`src/rtl/core/jdcd_pkg.sv`:
```
// Package for the day-number-to-date converter: constants, control structs and
// the small month-length and leap-year tables. It depends on nothing else.
`default_nettype none

package jdcd_pkg;

  localparam int DAY_BITS_DEF = 30;
  localparam int YEAR_W       = 22;
  localparam int REM_W        = 18;   // holds any remainder below 146097
  localparam int JQ_W         = 11;   // Julian four-year count, below 1575
  localparam int CYC_W        = 9;    // year position inside the 400-year cycle

  localparam int unsigned GREG_START = 2299161;
  localparam int unsigned GREG_YEAR0 = 2299239;   // day number of 1 January 1583
  localparam logic [REM_W-1:0] JUL_CYCLE  = REM_W'(1461);
  localparam logic [REM_W-1:0] GREG_CYCLE = REM_W'(146097);

  typedef struct packed {
    logic start;
    logic greg;
  } div_ctl_t;

  typedef struct packed {
    logic busy;
    logic done;
  } div_stat_t;

  function automatic logic [4:0] month_len(input logic leap, input logic [3:0] idx);
    logic [4:0] len;
    case (idx)
      4'd1:    len = leap ? 5'd29 : 5'd28;
      4'd3,
      4'd5,
      4'd8,
      4'd10:   len = 5'd30;
      default: len = 5'd31;
    endcase
    return len;
  endfunction

  // Gregorian leap rule on the year's place in its 400-year cycle.
  function automatic logic cyc_leap(input logic [CYC_W-1:0] cyc);
    return (cyc[1:0] == 2'b00) && (cyc != CYC_W'(100)) && (cyc != CYC_W'(200)) &&
           (cyc != CYC_W'(300));
  endfunction

endpackage

`default_nettype wire

```
`src/rtl/core/julian_day_to_calendar_date_top.sv`:
```
// Day-number-to-calendar-date converter, top level: handshakes, sequencer and
// the year and month walks. Depends on jdcd_pkg and jdcd_sdiv.
// The input channel carries one day number per transaction (in_valid, in_stall,
// in_day_number); the result channel carries one date per transaction
// (out_valid, out_stall, out_day_of_month, out_month, out_year_number,
// out_before_christ), one result per input, in order.
// One item is converted at a time: in_stall is high from the accepting edge
// until the edge that loads the finished date, so the next day number is taken
// only after that, and a new item is never accepted while one is in progress.
// The paths through the sequencer:
//   Julian dates (below 2299161): one division, then
//     up to 4 year steps and 12 month steps on a narrow subtractor.
//   Last days of 1582: no division.
//   Gregorian dates: one division, then up to 400 year steps in the
//     400-year cycle and up to 12 month steps; the year walk
//     sets the worst case.
// A finished date waits in the output register while the next item runs; if
// the receiver still stalls it when the next date is done, the sequencer holds
// in its final state until the register is taken. Reset (rst_n low,
// synchronous) empties the output register and idles the sequencer.
`default_nettype none

module julian_day_to_calendar_date_top #(
  parameter int DAY_BITS = jdcd_pkg::DAY_BITS_DEF
) (
  input  wire logic                           clk,
  input  wire logic                           rst_n,
  input  wire logic                           in_valid,
  output logic                                in_stall,
  input  wire logic [DAY_BITS-1:0]            in_day_number,
  output logic                                out_valid,
  input  wire logic                           out_stall,
  output logic [4:0]                          out_day_of_month,
  output logic [3:0]                          out_month,
  output logic [jdcd_pkg::YEAR_W-1:0]         out_year_number,
  output logic                                out_before_christ
);

  localparam int YW = jdcd_pkg::YEAR_W;
  localparam int RW = jdcd_pkg::REM_W;
  localparam int CW = jdcd_pkg::CYC_W;
  localparam int KW = jdcd_pkg::JQ_W + 2;

  localparam logic [DAY_BITS-1:0] GREG_START_D = DAY_BITS'(jdcd_pkg::GREG_START);
  localparam logic [DAY_BITS-1:0] GREG_YEAR0_D = DAY_BITS'(jdcd_pkg::GREG_YEAR0);

  // Sequencer states.
  localparam logic [3:0] S_IDLE = 4'd0;
  localparam logic [3:0] S_PREP = 4'd1;
  localparam logic [3:0] S_DIV  = 4'd2;
  localparam logic [3:0] S_JYR  = 4'd3;
  localparam logic [3:0] S_JK   = 4'd4;
  localparam logic [3:0] S_GADD = 4'd5;
  localparam logic [3:0] S_GYR  = 4'd6;
  localparam logic [3:0] S_MON  = 4'd7;
  localparam logic [3:0] S_FIN  = 4'd8;

  logic [3:0]          state_r, state_nxt;
  logic [DAY_BITS-1:0] num_r, num_nxt;
  logic                julian_r, julian_nxt;
  logic [RW-1:0]       rem_r, rem_nxt;
  logic [1:0]          yoff_r, yoff_nxt;
  logic [CW-1:0]       cyc_r, cyc_nxt;
  logic                leap_r, leap_nxt;
  logic [3:0]          mon_r, mon_nxt;
  logic [YW-1:0]       year_r, year_nxt;
  logic                bc_r, bc_nxt;
  logic [4:0]          dom_r, dom_nxt;
  logic [3:0]          month_r, month_nxt;

  logic                out_valid_r, out_valid_nxt;
  logic [4:0]          out_dom_r;
  logic [3:0]          out_mon_r;
  logic [YW-1:0]       out_year_r;
  logic                out_bc_r;

  jdcd_pkg::div_ctl_t  div_ctl;
  jdcd_pkg::div_stat_t div_stat;
  logic [DAY_BITS-1:0] div_dividend;
  logic [DAY_BITS-1:0] div_quo;
  logic [RW-1:0]       div_rem;

  logic                in_accept;
  logic                out_free;
  logic [6:0]          e_low;
  logic [8:0]          jyr_len;
  logic [8:0]          gyr_len;
  logic                gyr_leap;
  logic [4:0]          mon_len;
  logic [KW-1:0]       k_years;

  assign in_accept = in_valid && !in_stall;
  assign in_stall  = (state_r != S_IDLE);
  assign out_free  = !out_valid_r || !out_stall;

  assign e_low    = 7'(num_r - GREG_START_D);
  assign jyr_len  = (yoff_r == 2'd0) ? 9'd366 : 9'd365;
  assign gyr_leap = jdcd_pkg::cyc_leap(cyc_r);
  assign gyr_len  = gyr_leap ? 9'd366 : 9'd365;
  assign mon_len  = jdcd_pkg::month_len(leap_r, mon_r);
  assign k_years  = {div_quo[jdcd_pkg::JQ_W-1:0], 2'b00} + KW'(yoff_r);

  jdcd_sdiv #(
    .DAY_BITS(DAY_BITS)
  ) u_sdiv (
    .clk      (clk),
    .rst_n    (rst_n),
    .ctl      (div_ctl),
    .dividend (div_dividend),
    .stat     (div_stat),
    .quo      (div_quo),
    .rem      (div_rem)
  );

  always_comb begin
    state_nxt    = state_r;
    num_nxt      = num_r;
    julian_nxt   = julian_r;
    rem_nxt      = rem_r;
    yoff_nxt     = yoff_r;
    cyc_nxt      = cyc_r;
    leap_nxt     = leap_r;
    mon_nxt      = mon_r;
    year_nxt     = year_r;
    bc_nxt       = bc_r;
    dom_nxt      = dom_r;
    month_nxt    = month_r;
    div_ctl      = '0;
    div_dividend = num_r;
    case (state_r)
      S_IDLE: begin
        if (in_accept) begin
          num_nxt   = in_day_number;
          state_nxt = S_PREP;
        end
      end
      S_PREP: begin
        mon_nxt  = 4'd0;
        yoff_nxt = 2'd0;
        if (num_r < GREG_START_D) begin
          julian_nxt    = 1'b1;
          div_ctl.start = 1'b1;
          state_nxt     = S_DIV;
        end else if (num_r < GREG_YEAR0_D) begin
          // Gregorian days left in 1582: 15 October to 31 December.
          year_nxt = YW'(1582);
          bc_nxt   = 1'b0;
          if (e_low < 7'd17) begin
            dom_nxt   = 5'(e_low + 7'd15);
            month_nxt = 4'd10;
          end else if (e_low < 7'd47) begin
            dom_nxt   = 5'(e_low - 7'd16);
            month_nxt = 4'd11;
          end else begin
            dom_nxt   = 5'(e_low - 7'd46);
            month_nxt = 4'd12;
          end
          state_nxt = S_FIN;
        end else begin
          julian_nxt    = 1'b0;
          div_dividend  = num_r - GREG_YEAR0_D;
          div_ctl.start = 1'b1;
          div_ctl.greg  = 1'b1;
          state_nxt     = S_DIV;
        end
      end
      S_DIV: begin
        if (div_stat.done) begin
          rem_nxt   = div_rem;
          state_nxt = julian_r ? S_JYR : S_GADD;
        end
      end
      S_JYR: begin
        // The first year of each Julian four-year group is the leap year.
        if (yoff_r == 2'd3 || rem_r < RW'(jyr_len)) begin
          leap_nxt  = (yoff_r == 2'd0);
          state_nxt = S_JK;
        end else begin
          rem_nxt  = rem_r - RW'(jyr_len);
          yoff_nxt = yoff_r + 2'd1;
        end
      end
      S_JK: begin
        if (k_years <= KW'(4712)) begin
          bc_nxt   = 1'b1;
          year_nxt = YW'(KW'(4713) - k_years);
        end else begin
          bc_nxt   = 1'b0;
          year_nxt = YW'(k_years - KW'(4712));
        end
        state_nxt = S_MON;
      end
      S_GADD: begin
        // Only the low year bits matter, so only the low quotient bits enter.
        year_nxt  = YW'(div_quo[YW-1:0] * YW'(400)) + YW'(1583);
        bc_nxt    = 1'b0;
        cyc_nxt   = CW'(383);
        state_nxt = S_GYR;
      end
      S_GYR: begin
        if (rem_r < RW'(gyr_len)) begin
          leap_nxt  = gyr_leap;
          state_nxt = S_MON;
        end else begin
          rem_nxt  = rem_r - RW'(gyr_len);
          year_nxt = year_r + YW'(1);
          cyc_nxt  = (cyc_r == CW'(399)) ? '0 : cyc_r + CW'(1);
        end
      end
      S_MON: begin
        if (mon_r == 4'd11 || rem_r < RW'(mon_len)) begin
          dom_nxt   = 5'(rem_r) + 5'd1;
          month_nxt = mon_r + 4'd1;
          state_nxt = S_FIN;
        end else begin
          rem_nxt = rem_r - RW'(mon_len);
          mon_nxt = mon_r + 4'd1;
        end
      end
      S_FIN: begin
        if (out_free) begin
          state_nxt = S_IDLE;
        end
      end
      default: begin
        state_nxt = S_IDLE;
      end
    endcase
  end

  // Output register: loaded from the finished date, emptied when taken.
  always_comb begin
    out_valid_nxt = out_valid_r;
    if (out_valid_r && !out_stall) begin
      out_valid_nxt = 1'b0;
    end
    if (state_r == S_FIN && out_free) begin
      out_valid_nxt = 1'b1;
    end
  end

  always_ff @(posedge clk) begin
    num_r    <= num_nxt;
    julian_r <= julian_nxt;
    rem_r    <= rem_nxt;
    yoff_r   <= yoff_nxt;
    cyc_r    <= cyc_nxt;
    leap_r   <= leap_nxt;
    mon_r    <= mon_nxt;
    year_r   <= year_nxt;
    bc_r     <= bc_nxt;
    dom_r    <= dom_nxt;
    month_r  <= month_nxt;
    if (state_r == S_FIN && out_free) begin
      out_dom_r  <= dom_r;
      out_mon_r  <= month_r;
      out_year_r <= year_r;
      out_bc_r   <= bc_r;
    end
    if (!rst_n) begin
      state_r     <= S_IDLE;
      out_valid_r <= 1'b0;
    end else begin
      state_r     <= state_nxt;
      out_valid_r <= out_valid_nxt;
    end
  end

  assign out_valid         = out_valid_r;
  assign out_day_of_month  = out_dom_r;
  assign out_month         = out_mon_r;
  assign out_year_number   = out_year_r;
  assign out_before_christ = out_bc_r;

  // The divider is only started when it is free.
  a_div_start_free: assert property (@(posedge clk) disable iff (!rst_n)
    div_ctl.start |-> !div_stat.busy)
    else $error("divider started while busy");

  // A finished division leaves a remainder below the selected cycle length.
  a_div_rem_range: assert property (@(posedge clk) disable iff (!rst_n)
    (state_r == S_DIV && div_stat.done) |->
      (div_rem < (julian_r ? jdcd_pkg::JUL_CYCLE : jdcd_pkg::GREG_CYCLE)))
    else $error("division remainder out of range");

  // An accepted day number starts the sequencer on the next cycle.
  a_accept_starts: assert property (@(posedge clk) disable iff (!rst_n)
    in_accept |=> state_r == S_PREP)
    else $error("accepted transaction did not start conversion");

  // The month walk never runs past December.
  a_month_walk: assert property (@(posedge clk) disable iff (!rst_n)
    state_r == S_MON |-> mon_r <= 4'd11)
    else $error("month walk past December");

  // A result leaving the block is a real date.
  a_out_date: assert property (@(posedge clk) disable iff (!rst_n)
    out_valid |-> (out_month != 4'd0 && out_month <= 4'd12 &&
                   out_day_of_month != 5'd0 && out_year_number != '0))
    else $error("result is not a valid date");

endmodule

`default_nettype wire

```
`src/rtl/core/jdcd_sdiv.sv`:
```
// Bit-serial restoring divider by one of two constant cycle lengths (1461 or
// 146097). One quotient bit per cycle. Depends on jdcd_pkg.
`default_nettype none

module jdcd_sdiv #(
  parameter int DAY_BITS = jdcd_pkg::DAY_BITS_DEF
) (
  input  wire logic                          clk,
  input  wire logic                          rst_n,
  input  wire jdcd_pkg::div_ctl_t            ctl,
  input  wire logic [DAY_BITS-1:0]           dividend,
  output jdcd_pkg::div_stat_t                stat,
  output logic [DAY_BITS-1:0]                quo,
  output logic [jdcd_pkg::REM_W-1:0]         rem
);

  localparam int CNT_W = $clog2(DAY_BITS);

  logic [DAY_BITS-1:0]        num_r, num_nxt;
  logic [jdcd_pkg::REM_W-1:0] rem_r, rem_nxt;
  logic [CNT_W-1:0]           cnt_r, cnt_nxt;
  logic                       busy_r, busy_nxt;
  logic                       done_r, done_nxt;
  logic                       greg_r, greg_nxt;
  logic [jdcd_pkg::REM_W-1:0] divisor;
  logic [jdcd_pkg::REM_W:0]   trial;
  logic                       qbit;

  assign divisor = greg_r ? jdcd_pkg::GREG_CYCLE : jdcd_pkg::JUL_CYCLE;
  assign trial   = {rem_r, num_r[DAY_BITS-1]} - {1'b0, divisor};
  assign qbit    = !trial[jdcd_pkg::REM_W];

  always_comb begin
    num_nxt  = num_r;
    rem_nxt  = rem_r;
    cnt_nxt  = cnt_r;
    busy_nxt = busy_r;
    greg_nxt = greg_r;
    done_nxt = 1'b0;
    if (ctl.start) begin
      num_nxt  = dividend;
      rem_nxt  = '0;
      cnt_nxt  = CNT_W'(DAY_BITS - 1);
      busy_nxt = 1'b1;
      greg_nxt = ctl.greg;
    end else if (busy_r) begin
      num_nxt = {num_r[DAY_BITS-2:0], qbit};
      rem_nxt = qbit ? trial[jdcd_pkg::REM_W-1:0]
                     : {rem_r[jdcd_pkg::REM_W-2:0], num_r[DAY_BITS-1]};
      cnt_nxt = cnt_r - CNT_W'(1);
      if (cnt_r == '0) begin
        busy_nxt = 1'b0;
        done_nxt = 1'b1;
      end
    end
  end

  always_ff @(posedge clk) begin
    num_r  <= num_nxt;
    rem_r  <= rem_nxt;
    cnt_r  <= cnt_nxt;
    greg_r <= greg_nxt;
    if (!rst_n) begin
      busy_r <= 1'b0;
      done_r <= 1'b0;
    end else begin
      busy_r <= busy_nxt;
      done_r <= done_nxt;
    end
  end

  assign stat = '{busy: busy_r, done: done_r};
  assign quo  = num_r;
  assign rem  = rem_r;

endmodule

`default_nettype wire
```
`config.mk`:
```
export PLATFORM = sky130hd
export DESIGN_NAME = julian_day_to_calendar_date_top
export DESIGN_NICKNAME = d
export VERILOG_FILES = /design/src/rtl/core/jdcd_pkg.sv /design/src/rtl/core/julian_day_to_calendar_date_top.sv /design/src/rtl/core/jdcd_sdiv.sv
export SDC_FILE = /design/constraint.sdc
export NUM_CORES = 1
export LEC_CHECK = 0
export BUFFER_PORTS_ARGS = -buffer_cell sky130_fd_sc_hd__buf_2
export CELL_PAD_IN_SITES_DETAIL_PLACEMENT = 1
export CELL_PAD_IN_SITES_GLOBAL_PLACEMENT = 2
export CORE_ASPECT_RATIO = 1.2
export CORE_UTILIZATION = 43
export DETAILED_ROUTE_END_ITERATION = 10
export PLACE_DENSITY_LB_ADDON = 0.1
export SETUP_SLACK_MARGIN = 0.2
export SLEW_MARGIN = 20
export SYNTH_ARGS = -nofsm -noshare
export SYNTH_HDL_FRONTEND = slang
export SYNTH_SLANG_ARGS = --single-unit
```
`constraint.sdc`:
```
create_clock -name clk -period 10.45 [get_ports clk]
set_input_delay 1.045 -clock clk [delete_from_list [all_inputs] [get_ports clk]]
set_output_delay 1.045 -clock clk [all_outputs]
set_load 0.01 [all_outputs]
```
* Word level (Yosys, flattened, before mapping) *
Cells that the tools add are included.

word-level totals
  flip-flop bits (word level) = 190
  bits of input ports = 34
  word-level logic and storage cells = 194
  output and inout bits = 34

operators by class
  magnitude comparators = 8
  bitwise gates (word level) = 3
  multipliers = 1
  $add $sub $neg = 19
  reductions and logical operators = 41
  mux-type cells = 68
  equality and inequality tests = 31

operators with widths
  cell                      count
  $mux W30                  5
  $mux W18                  6
  $mux W22                  4
  $pmux W22 S4              1
  $pmux W18 S4              1
  $lt A30 B22 Y1 const B    2
  $mux W4                   12
  $lt A18 B9 Y1             2
  $pmux W4 S9               1
  $sub A18 B9 Y18           2
  $sub A30 B22 Y30 const B  1
  $mux W5                   5
  $add A22 B1 Y22 const B   1
  $add A22 B11 Y22 const B  1
  $mul A22 B5 Y18 const B   1
  $ne A2 B2 Y1 const B      11
  $eq A4 B3 Y1 const B      5
  $sub A19 B18 Y19          1
  $lt A18 B5 Y1             1
  $mux W9                   2
  $pmux W9 S2               1
  $sub A18 B5 Y18           1
  $eq A4 B4 Y1 const B      4
  $pmux W4 S2               2
  other kinds (48)          98

* Longest topological paths before layout *
Gate-level depths: netlist of the first run.

  depth in word-level cells = 8
  mapped depth = 17
  depth with buffers taken out = 17

* Cells and area by module *
Synthesis of the first run repeated with hierarchy kept, for this count alone.

unflattened totals
  cell total of the unflattened synthesis = 1360
  area, all modules = 13359.1 µm²

by module, submodules not included
  module                           area an instance (µm²)  times used  cells each  sequential area each (µm²)
  julian_day_to_calendar_date_top  10266.1                 1           1078        3973.8
  jdcd_sdiv                        3093.0                  1           282         1431.4

* Least setup slack after synthesis of the first run *
No wires, ideal clock.

  path kind = register to register
  from = register cyc_r[5]
  to = register rem_r[0], enable pin
  path buffers = 0
  period minus slack after synthesis = 4.554 ns
  required time = 10.010 ns
  arrival = 4.115 ns
  setup slack = 5.896 ns
  library setup time = 0.440 ns
  cell stages (with the launch flop) = 12
  path through = edfxtp_1 -> nand2b_1 -> o32ai_1 -> a21oi_1 -> o21ai_0 -> fa_1 -> a31o_2 -> a31oi_1 -> nand2b_1 -> nand3_1 -> o21ai_0 -> nor4bb_1

on the way
  word-level cells in the longest chain between the ends = 8
  elaborated cells between the ends (all ways) = 10
  those cells by class = order compare (1); eq/ne (4); mux (1); reduce/logical (4)

RTL lines
  what                               RTL line                                text
  from (decl)                        julian_day_to_calendar_date_top.sv:63   logic [CW-1:0] cyc_r, cyc_nxt;
  from (signal assigned)             julian_day_to_calendar_date_top.sv:247  cyc_r <= cyc_nxt;
  $ne A9 B7 Y1                       jdcd_pkg.sv:43                          return (cyc[1:0] == 2'b00) && (cyc != CYC_W'(100)) && (cyc != CYC_W'(200)) &&
  $logic_and A1 B1 Y1 (2 in series)  jdcd_pkg.sv:43
  $logic_and A1 B1 Y1 *              jdcd_pkg.sv:43
  $mux W2 *                          julian_day_to_calendar_date_top.sv:99   assign gyr_len = gyr_leap ? 9'd366 : 9'd365;
  $lt A18 B9 Y1 *                    julian_day_to_calendar_date_top.sv:201  if (rem_r < RW'(gyr_len)) begin
  $ne A2 B2 Y1 (no line) *           -
  $reduce_and A5 Y1 (no line) *      -
  to (signal assigned)               julian_day_to_calendar_date_top.sv:245  rem_r <= rem_nxt;
  to (decl)                          julian_day_to_calendar_date_top.sv:61   logic [RW-1:0] rem_r, rem_nxt;

Mark *: on every way between the ends. The rest lies on a longest branch, timed or not.
A chain may end at the register's enable or synchronous reset.

* Final worst setup path of the first run *
  from = register u_sdiv.num_r[5] (netlist: u_sdiv.quo[5])
  to = register year_r[21], data pin

on the way
  word-level cells in the longest chain between the ends = 4
  elaborated cells between the ends (all ways) = 8
  those cells by class = add/sub (4); mul (1); order compare (1); mux (2)

RTL lines
  what                                                     RTL line                                text
  from (decl)                                              jdcd_sdiv.sv:19                         logic [DAY_BITS-1:0] num_r, num_nxt;
  from (signal assigned)                                   jdcd_sdiv.sv:59                         num_r <= num_nxt;
  branches (longest 3 deep; another with $mul A22 B5 Y18)  -
  $pmux W22 S4 *                                           julian_day_to_calendar_date_top.sv:130  case (state_r)
  named net year_nxt[21]                                   julian_day_to_calendar_date_top.sv:66   logic [YW-1:0] year_r, year_nxt;
  to (signal assigned)                                     julian_day_to_calendar_date_top.sv:250  year_r <= year_nxt;
  to (decl)                                                julian_day_to_calendar_date_top.sv:66

Mark *: on every way through the listed nets, which the timed path passes.

==> out/qor.yml, run 1 <==
status: "finished, final reports clean"
grt_util_all_layers: 0.221
ys_async_sr_fraction: 0
crit_family: "adder cells"
core-area_um2: 29500
htree_levels: 4
tightest_slew_ps: 1050
grt_pass1_wl_um: 54200
ctsResizeCount: 0
portBuffers: 67
postCtsHoldBufs: 0
wirelength_um: 32800
finalNetCount: 1514
fin_hold_ws_ps: 420
grt_setup_unrepaired: "false"
grt_max_degree: 44
antenna_cells: 0
skew_ps: 10.8
cp_cell_sequence: "inv_1, ha_1, ha_1, inv_1, fa_1, inv_1, ha_1, and3_1, a2111oi_0, xnor2_1, nand2_1, or3_1, nor4b_2, nand3_1, xnor2_1, o221ai_1"
num_vias: 10000
detail_route.vias_per_cell: 5.63
cts_setup_buffers: 0
ys_seq_area_frac: 0.420
netlist_instances: 1337
clock_path_buffers: 2
drive_above_1_share: 0.104
setup_viol: 0
cts.sinks: 190
worst_path_max_delay_cell: "a2111oi_0"
initial_core_util: 0.436
synth_warnings: 0
path_max_fanout: 6
syn_area_per_cell_um2: 9.63
dieHeight_um: 192
start_kind: "flip-flop"
antenna_found_initial: 0
cts_tree: "done"
fillers: 3356
clockRootBuffer: "clkbuf_16"
yosys_most_used_dff: "edfxtp_1"
core.rowCount: 69
drc: 0
die_area_um2: 30600
grt_overflow_total: 0
synth_fp_nets: 1474
hpwlAfterDp_um: 24800
netlist_area_um2: 12900
finalCriticalPeriod_ps: 4860
fmax_mhz: 206
slowest_delay_ps: 610
drt-wirelength-per-cell_um: 18.4
place_congestion: 0.827
arrival_ps: 5020
ios: 68
setup_tns_ps: 0
numCtsBuffers: 17
drt-pass1-iter-count: 5
die_x_um: 160
synth_cell_type_count: 83
end_kind: "flip-flop"
maxSlewHeadroom: 0.299
crit_buf_inv: 3
hold_viol_final: 0
drtIter0Drc: 542
synth-seq-cells: 190
period_share: 0.465
grt_pass1_vias: 10200
synth_edf_count: 160
clk_pin_slew_ps: 80
antenna_left: 0
required_ps: 10610
critical_path_class: "reg2reg"
worstSkewPairLatency_ps: 450
max_cap_violations: 0
areaGrowthSynthToFinish_pct: 9.75
hp-class: "reg2reg"
maxSlewViolCount: 0
==> final cells by class <==
cell class	instances	area, um^2	share of cell area
inverters	108	405	0.0287
clock buffers	17	425	0.0301
clock inverters	15	134	0.00947
flip-flops and latches	190	5410	0.382
repair buffers	80	433	0.0306
multi-input cells	980	6840	0.484
well taps	390	488	0.0345
==> worst paths after layout <==
check	to	from	cells after the start	slack [ps]
min reg2reg	out_month[0]	month_r[0]	0	420
max reg2reg	year_r[21]	u_sdiv.quo[5]	16	5590
min	out_month[0]	month_r[0]	0	420
max	year_r[21]	u_sdiv.quo[5]	16	5590
==> registers in the layout (all words and copies together), names as in the netlist, 4 cells and up <==
register	flops
out_month	4
out_year_number	22
u_sdiv.quo	30
dom_r	5
state_r	4
u_sdiv.rem	18
u_sdiv.cnt_r	5
mon_r	4
rem_r	18
cyc_r	9
num_r	30
out_day_of_month	5
year_r	22
month_r	4
==> routing by layer <==
metal / GRT usage / share of wire / vias to the layer above
li1: - / - / 4926
met1: 0.297 / 0.48 / 4915
met2: 0.380 / 0.48 / 145
met3: 0.0209 / 0.021 / 35
met4: 0.0630 / 0.015 / 0
met5: 0 / 0 / -
==> synthesized netlist by cell type, types with 5 or more instances <==
library cell | number | share of area
dfxtp_1 | 30 | 0.047
nand3_1 | 45 | 0.017
a22oi_1 | 12 | 0.0070
o221a_1 | 5 | 0.0044
nor3_1 | 41 | 0.016
nor2_1 | 119 | 0.035
and3_1 | 6 | 0.0029
xnor2_1 | 79 | 0.054
o21ai_0 | 83 | 0.032
mux2i_1 | 9 | 0.0070
nand2b_1 | 19 | 0.0092
fa_1 | 15 | 0.023
ha_1 | 88 | 0.086
a31oi_1 | 8 | 0.0039
a21o_1 | 15 | 0.0087
a221oi_1 | 9 | 0.0061
and2_1 | 9 | 0.0044
clkbuf_1 | 36 | 0.010
edfxtp_1 | 160 | 0.37
o21bai_1 | 5 | 0.0029
o21a_1 | 8 | 0.0047
a211oi_1 | 21 | 0.012
a211o_1 | 6 | 0.0041
xor2_1 | 33 | 0.022
a21oi_1 | 80 | 0.031
or3_1 | 7 | 0.0034
o211ai_1 | 11 | 0.0064
nor2b_1 | 13 | 0.0063
nand4_1 | 7 | 0.0034
inv_1 | 106 | 0.031
nand2_1 | 104 | 0.030
buf_2 | 15 | 0.0058
o22ai_1 | 10 | 0.0049
nor4_1 | 10 | 0.0049
a221o_1 | 6 | 0.0047
o221ai_1 | 12 | 0.0082
==> cell usage in the layout (no fill, tap or decap), types with 5 or more instances in the layout <==
| master | Yosys | final |
|---|---|---|
| nand4_1 | 7 | 7 |
| nand2_1 | 104 | 104 |
| buf_2 | 15 | 67 |
| a22oi_1 | 12 | 12 |
| a21o_1 | 15 | 15 |
| ha_1 | 88 | 88 |
| and3_1 | 6 | 6 |
| nand3_1 | 45 | 45 |
| o21bai_1 | 5 | 5 |
| a221o_1 | 6 | 6 |
| a211o_1 | 6 | 6 |
| fa_1 | 15 | 15 |
| o221a_1 | 5 | 5 |
| a221oi_1 | 9 | 9 |
| xor2_1 | 33 | 33 |
| o21ai_0 | 83 | 82 |
| o21a_1 | 8 | 8 |
| a31oi_1 | 8 | 8 |
| nand2b_1 | 19 | 19 |
| xnor2_1 | 79 | 79 |
| dfxtp_1 | 30 | 30 |
| nor2_1 | 119 | 118 |
| nor2b_1 | 13 | 13 |
| nor3_1 | 41 | 41 |
| o211ai_1 | 11 | 11 |
| a21oi_1 | 80 | 79 |
| nor4_1 | 10 | 10 |
| or3_1 | 7 | 7 |
| mux2i_1 | 9 | 9 |
| o22ai_1 | 10 | 10 |
| clkbuf_16 | 0 | 17 |
| o221ai_1 | 12 | 12 |
| and2_1 | 9 | 9 |
| a211oi_1 | 21 | 21 |
| edfxtp_1 | 160 | 160 |
| inv_1 | 106 | 106 |
| buf_4 | 2 | 13 |
==> logic make-up (layout without fill, tap and decap cells) <==
| group | count (synthesis) | in the layout | share of synthesized area |
|---|---|---|---|
| fa+ha+maj | 103 | 103 | 0.109 |
| flops | 190 | 190 | 0.420 |
| buf+inv | 167 | 220 | 0.0525 |
| simple gates | 410 | 410 | 0.153 |
| compound gates | 345 | 345 | 0.182 |
| xor+xnor | 112 | 112 | 0.0762 |
| mux | 10 | 10 | 0.00787 |
==> stage by stage <==
| step | worst slack [ps] | std cells | util | instance area (um^2) |
|---|---|---|---|---|
| floorplan | 5900 | 1337 | - | 12900 |
| global placement | 5740 | 1748 | 0.460 | 13600 |
| detailed placement | 5680 | 1748 | 0.460 | 13600 |
| CTS | 5640 | 1780 | 0.479 | 14100 |
| global route | 5300 | 1780 | 0.479 | 14100 |
| finish | 5590 | 1780 | 0.479 | 14100 |
Power of run 1 is left out: the tool's default activity adds up to more than one toggle a clock period on the data nets, which glitch-free logic cannot reach.
==> run 2, diff against run 1 <==
ABC_AREA = 1   (was default)
CORE_UTILIZATION = 37   (was 43)
clock period = 4.8 ns   (was 10.45 ns; I/O delays follow)
==> run 2 against run 1 <==
Synthesized cell count is 56% higher. Flip-flop and latch count did not move. Maximum frequency grew 24%. Clock skew is 2.8 ps higher. Synthesized area increased by 16%. Critical path depth decreased by 2. Utilization fell by 6.7 points.
==> out/qor.yml, run 2 <==
status: "finished, final reports clean"
r2r-end: "dom_r[2]"
reg2regPathDepth: 14
drt-pass1-iter-count: 5
r2r_setup_slack_ps: 880
setup_viol: 0
mostFrequentLayoutCells: "581 x nand2_1, 304 x inv_1, 233 x nand3_1"
cts_tree: "done"
setup_tns_ps: 0
synth_compound_area_frac: 0.0999
placed_area_um2: 15800
core.rowCount: 80
synth_warnings: 0
synth_edf_count: 160
hp-class: "in2reg"
place_congestion: 0.887
netlist_instances: 2087
portBuffers: 67
synth.top_cell.area_share: 0.322
drive_above_1_share: 0.0736
yosys_most_used_dff: "edfxtp_1"
ctsResizeCount: 0
hold_start: "in_day_number[5]"
grt_util_all_layers: 0.235
die_x_um: 185
drc: 0
antenna_cells: 0
grt_setup_unrepaired: "false"
path_max_fanout: 34
max_cap_violations: 0
worstSkewPairLatency_ps: 460
grt_pass1_vias: 14500
initial_core_util: 0.376
synthTopCellsByArea: "edfxtp_1 32%, nand2_1 15%, nand3_1 7.8%"
whs_endpoint: "num_r[5]"
numCtsBuffers: 17
antenna_left: 0
netlist_area_um2: 14900
syn_area_per_cell_um2: 7.15
hold_viol_final: 0
detail_route.vias_per_cell: 5.21
cts_setup_buffers: 0
synthSimpleGateAreaFrac: 0.320
synth_fp_nets: 2224
num_vias: 14000
hpwlAfterDp_um: 37200
finalCriticalPeriod_ps: 3920
synthTopCellsByCount: "581 x nand2_1, 304 x inv_1, 233 x nand3_1, 180 x nor2_1, 160 x edfxtp_1"
synth_top_family_by_area: "simple AND/OR/NAND/NOR gates"
fillers: 5118
ios: 68
final_area_um2: 16400
grt_overflow_total: 0
fmax_mhz: 255
clock_path_buffers: 2
tightest_slew_ps: 982
final_common_cell: "nand2_1"
finalNetCount: 2270
grt_pass1_wl_um: 75700
synth_cell_type_count: 50
period_share: 0.816
critical_path_class: "reg2reg"
antenna_found_initial: 0
ys_seq_area_frac: 0.362
cts.sinks: 190
wirelength_um: 46600
areaGrowthSynthToFinish_pct: 9.68
end_kind: "flip-flop"
drtIter0Drc: 563
maxSlewViolCount: 0
drt-wirelength-per-cell_um: 17.4
hold_depth: 1
yosysTopAreaCell: "edfxtp_1"
rr_startpoint: "num_r[0]"
postCtsHoldBufs: 0
synth_most_common_cell: "nand2_1"
dieHeight_um: 222
skew_ps: 13.6
synthMuxAreaShare: 0
synth-seq-cells: 190
clk_pin_slew_ps: 80
start_kind: "flip-flop"
clockRootBuffer: "clkbuf_16"
maxSlewHeadroom: 0.343
synth_xor_area_frac: 0.0258
grt_max_degree: 35
required_ps: 4910
die_area_um2: 41100
ys_async_sr_fraction: 0
core-area_um2: 39700
arrival_ps: 4020
synthAdderAreaFrac: 0.0939
htree_levels: 4
crit_start: "num_r[0]"
run 2: changes by cell type in the layout (fill, tap and decap cells not counted), sizes merged, moves of 12 or more:
cell / change
nor3: -12
nand3: +187
inv: +214
nand2b: -19
nand4: +32
nor2b: -13
a22oi: -12
a211oi: -23
o21ai: +37
xnor2: -70
nand2: +485
nor2: +68
run 2: worst max path at each step:
stage / endpoint / depth (start not counted) / slack (ps)
after floorplan: rem_r[0] / 11 / 1030
after global placement: dom_r[4] / 14 / 900
after detailed placement: month_r[1] / 14 / 860
after CTS: dom_r[2] / 14 / 840
after global routing: month_r[1] / 14 / 530
final: dom_r[2] / 14 / 880
run 2: metrics by stage:
step / hold slack, ps / utilization / setup WS [ps] / std cells
floorplan: 400 / - / 1030 / 2087
global placement: 401 / 0.397 / 898 / 2647
detailed placement: 406 / 0.397 / 856 / 2647
CTS: 154 / 0.412 / 835 / 2679
global route: 160 / 0.412 / 532 / 2679
finish: 186 / 0.412 / 884 / 2679
run 2: worst max-delay path, cell delays in order, from the launching register on:
cell	delay, ps
edfxtp_1	500
ha_1	290
a21oi_2	190
nand2_1	90
nand2_1	120
inv_2	50
nand2_1	70
nand2_2	70
nand2_2	70
nand2_2	310
nand2_4	310
nand2_4	300
inv_2	610
nand2_1	160
inv_1	390
run 2: final cells by class:
class,count,area [um^2],area share
repair buffers,76,403,0.0246
clock inverters,14,176,0.0108
flip-flops and latches,190,5410,0.330
multi-input cells,1525,8070,0.493
well taps,533,667,0.0407
inverters,323,1210,0.0741
clock buffers,18,429,0.0262
run 2: per-layer routing:
metal | track usage | vias up | wire length, um
li1 | - | 6965 | -
met1 | 0.308 | 6748 | 21900
met2 | 0.404 | 193 | 22700
met3 | 0.0225 | 53 | 1080
met4 | 0.0736 | 0 | 957
met5 | 0 | - | 0
run 2: kinds of logic (layout without fill, tap and decap cells):
logic type                 Yosys count  in the layout
xor gates and xnor gates            44             44
buffers and inverters              372            431
adders and majority gates          103            103
and+or+nand+nor                   1109           1109
DFF                                190            190
AOI/OAI and AO/OA                  269            269
Power of run 2 is left out for the same reason.
==> run 3, diff against run 2 <==
clock period = 3.9 ns   (was 4.8 ns; I/O delays follow)
==> run 3 against run 2 <==
Clock-buffer cell count down 1. Register-to-register slack worse by 480 ps. Highest routed layer unchanged. Via count about the same. Flip-flop and latch count unchanged. Die area unchanged.
==> out/qor.yml, run 3 (synthesized netlist as in run 2, its figures left out) <==
maxSlewHeadroom: 0.344
die_area_um2: 41100
place_congestion: 0.850
finalNetCount: 2310
crit_top_cell: "nand2_1"
clk_pin_slew_ps: 80
slowest_delay_ps: 500
finalCriticalPeriod_ps: 3500
hpwlAfterDp_um: 37100
dieHeight_um: 222
critical_path_class: "reg2reg"
worst_path_max_delay_cell: "fa_1"
grt_pass1_vias: 14300
drtIter0Drc: 669
die_x_um: 185
grt_pass1_wl_um: 75700
status: "finished, final reports clean"
grt_setup_unrepaired: "false"
cts.sinks: 190
num_vias: 14000
grt_util_all_layers: 0.236
antenna_left: 0
cts_tree: "done"
hold_viol_final: 0
hp-class: "in2reg"
clockRootBuffer: "clkbuf_16"
grt_overflow_total: 0
tightest_slew_ps: 982
setup_tns_ps: 0
max_cap_violations: 0
hold_start: "in_day_number[3]"
drc: 0
portBuffers: 67
arrival_ps: 3720
skew_ps: 15.3
setup_viol: 0
cp_cell_sequence: "ha_1, ha_1, inv_1, fa_1, inv_1, ha_2, nand2_1, nor2_2, nand2_1, nand4_1, nand2_1, nor2_4, nand2_2, nor2_4, nand3_1, nand3_1, nand2_1"
postCtsHoldBufs: 0
fmax_mhz: 286
maxSlewViolCount: 0
htree_levels: 4
grt_max_degree: 33
areaGrowthSynthToFinish_pct: 12.6
end_kind: "flip-flop"
required_ps: 4130
ios: 68
drt-wirelength-per-cell_um: 17.3
antenna_found_initial: 0
wirelength_um: 47000
final_common_cell: "nand2_1"
fin_hold_ws_ps: 85.3
core.rowCount: 80
path_max_fanout: 6
drive_above_1_share: 0.106
core-area_um2: 39700
clock_path_buffers: 2
crit_start: "u_sdiv.quo[3]"
mostFrequentLayoutCells: "573 x nand2_1, 299 x inv_1, 230 x nand3_1"
numCtsBuffers: 17
rr_startpoint: "u_sdiv.quo[3]"
period_share: 0.897
detail_route.vias_per_cell: 5.14
start_kind: "flip-flop"
worstSkewPairLatency_ps: 480
drt-pass1-iter-count: 5
antenna_cells: 0
initial_core_util: 0.376
[run 3: worst max-delay path: cells and delay by family, from the launching register on]
kind,cells,cell delay (ps)
adder cells (fa/ha/maj),4,1470
AND/OR/NAND/NOR,11,1180
flip-flops,1,490
buffers and inverters,2,100
[run 3: final timing paths]
kind / cells past startpoint / slack [ps] / end
worst min register to register: 0 / 420 / out_month[1]
worst min-delay path: 1 / 90 / num_r[3]
worst max-delay path: 17 / 400 / year_r[19]
worst max register to register: 17 / 400 / year_r[19]
[run 3: timing repair]
action                                  4_1_cts  5_1_grt
gates resized for setup                       3       34
pin swaps                                     0        3
endpoints found under the setup margin        5       32
setup buffers                                 7       15
hold endpoints to repair                      0        0
[run 3: through the flow]
step	setup WS, ps	instances	cell area [um^2]	utilization
floorplan	502	2087	14900	-
global placement	261	2665	15900	0.401
detailed placement	139	2665	15900	0.401
CTS	230	2704	16600	0.417
global route	193	2719	16800	0.423
finish	402	2719	16800	0.423
[run 3: area by class of cell]
class,instances,area (um^2)
clock inverter,15,160
sequential,190,5410
fill,5123,22900
tap,533,667
multi-input combinational,1525,8200
inverter,323,1210
timing repair buffer,116,728
clock buffer,17,425
[run 3: metal layers]
layer | wire [um] | track usage | vias up
met2 | 23100 | 0.406 | 171
met5 | 0 | 0 | -
met3 | 1140 | 0.0222 | 37
met4 | 922 | 0.0725 | 0
met1 | 21800 | 0.310 | 6723
li1 | - | - | 7041
Power of run 3 is left out for the same reason.
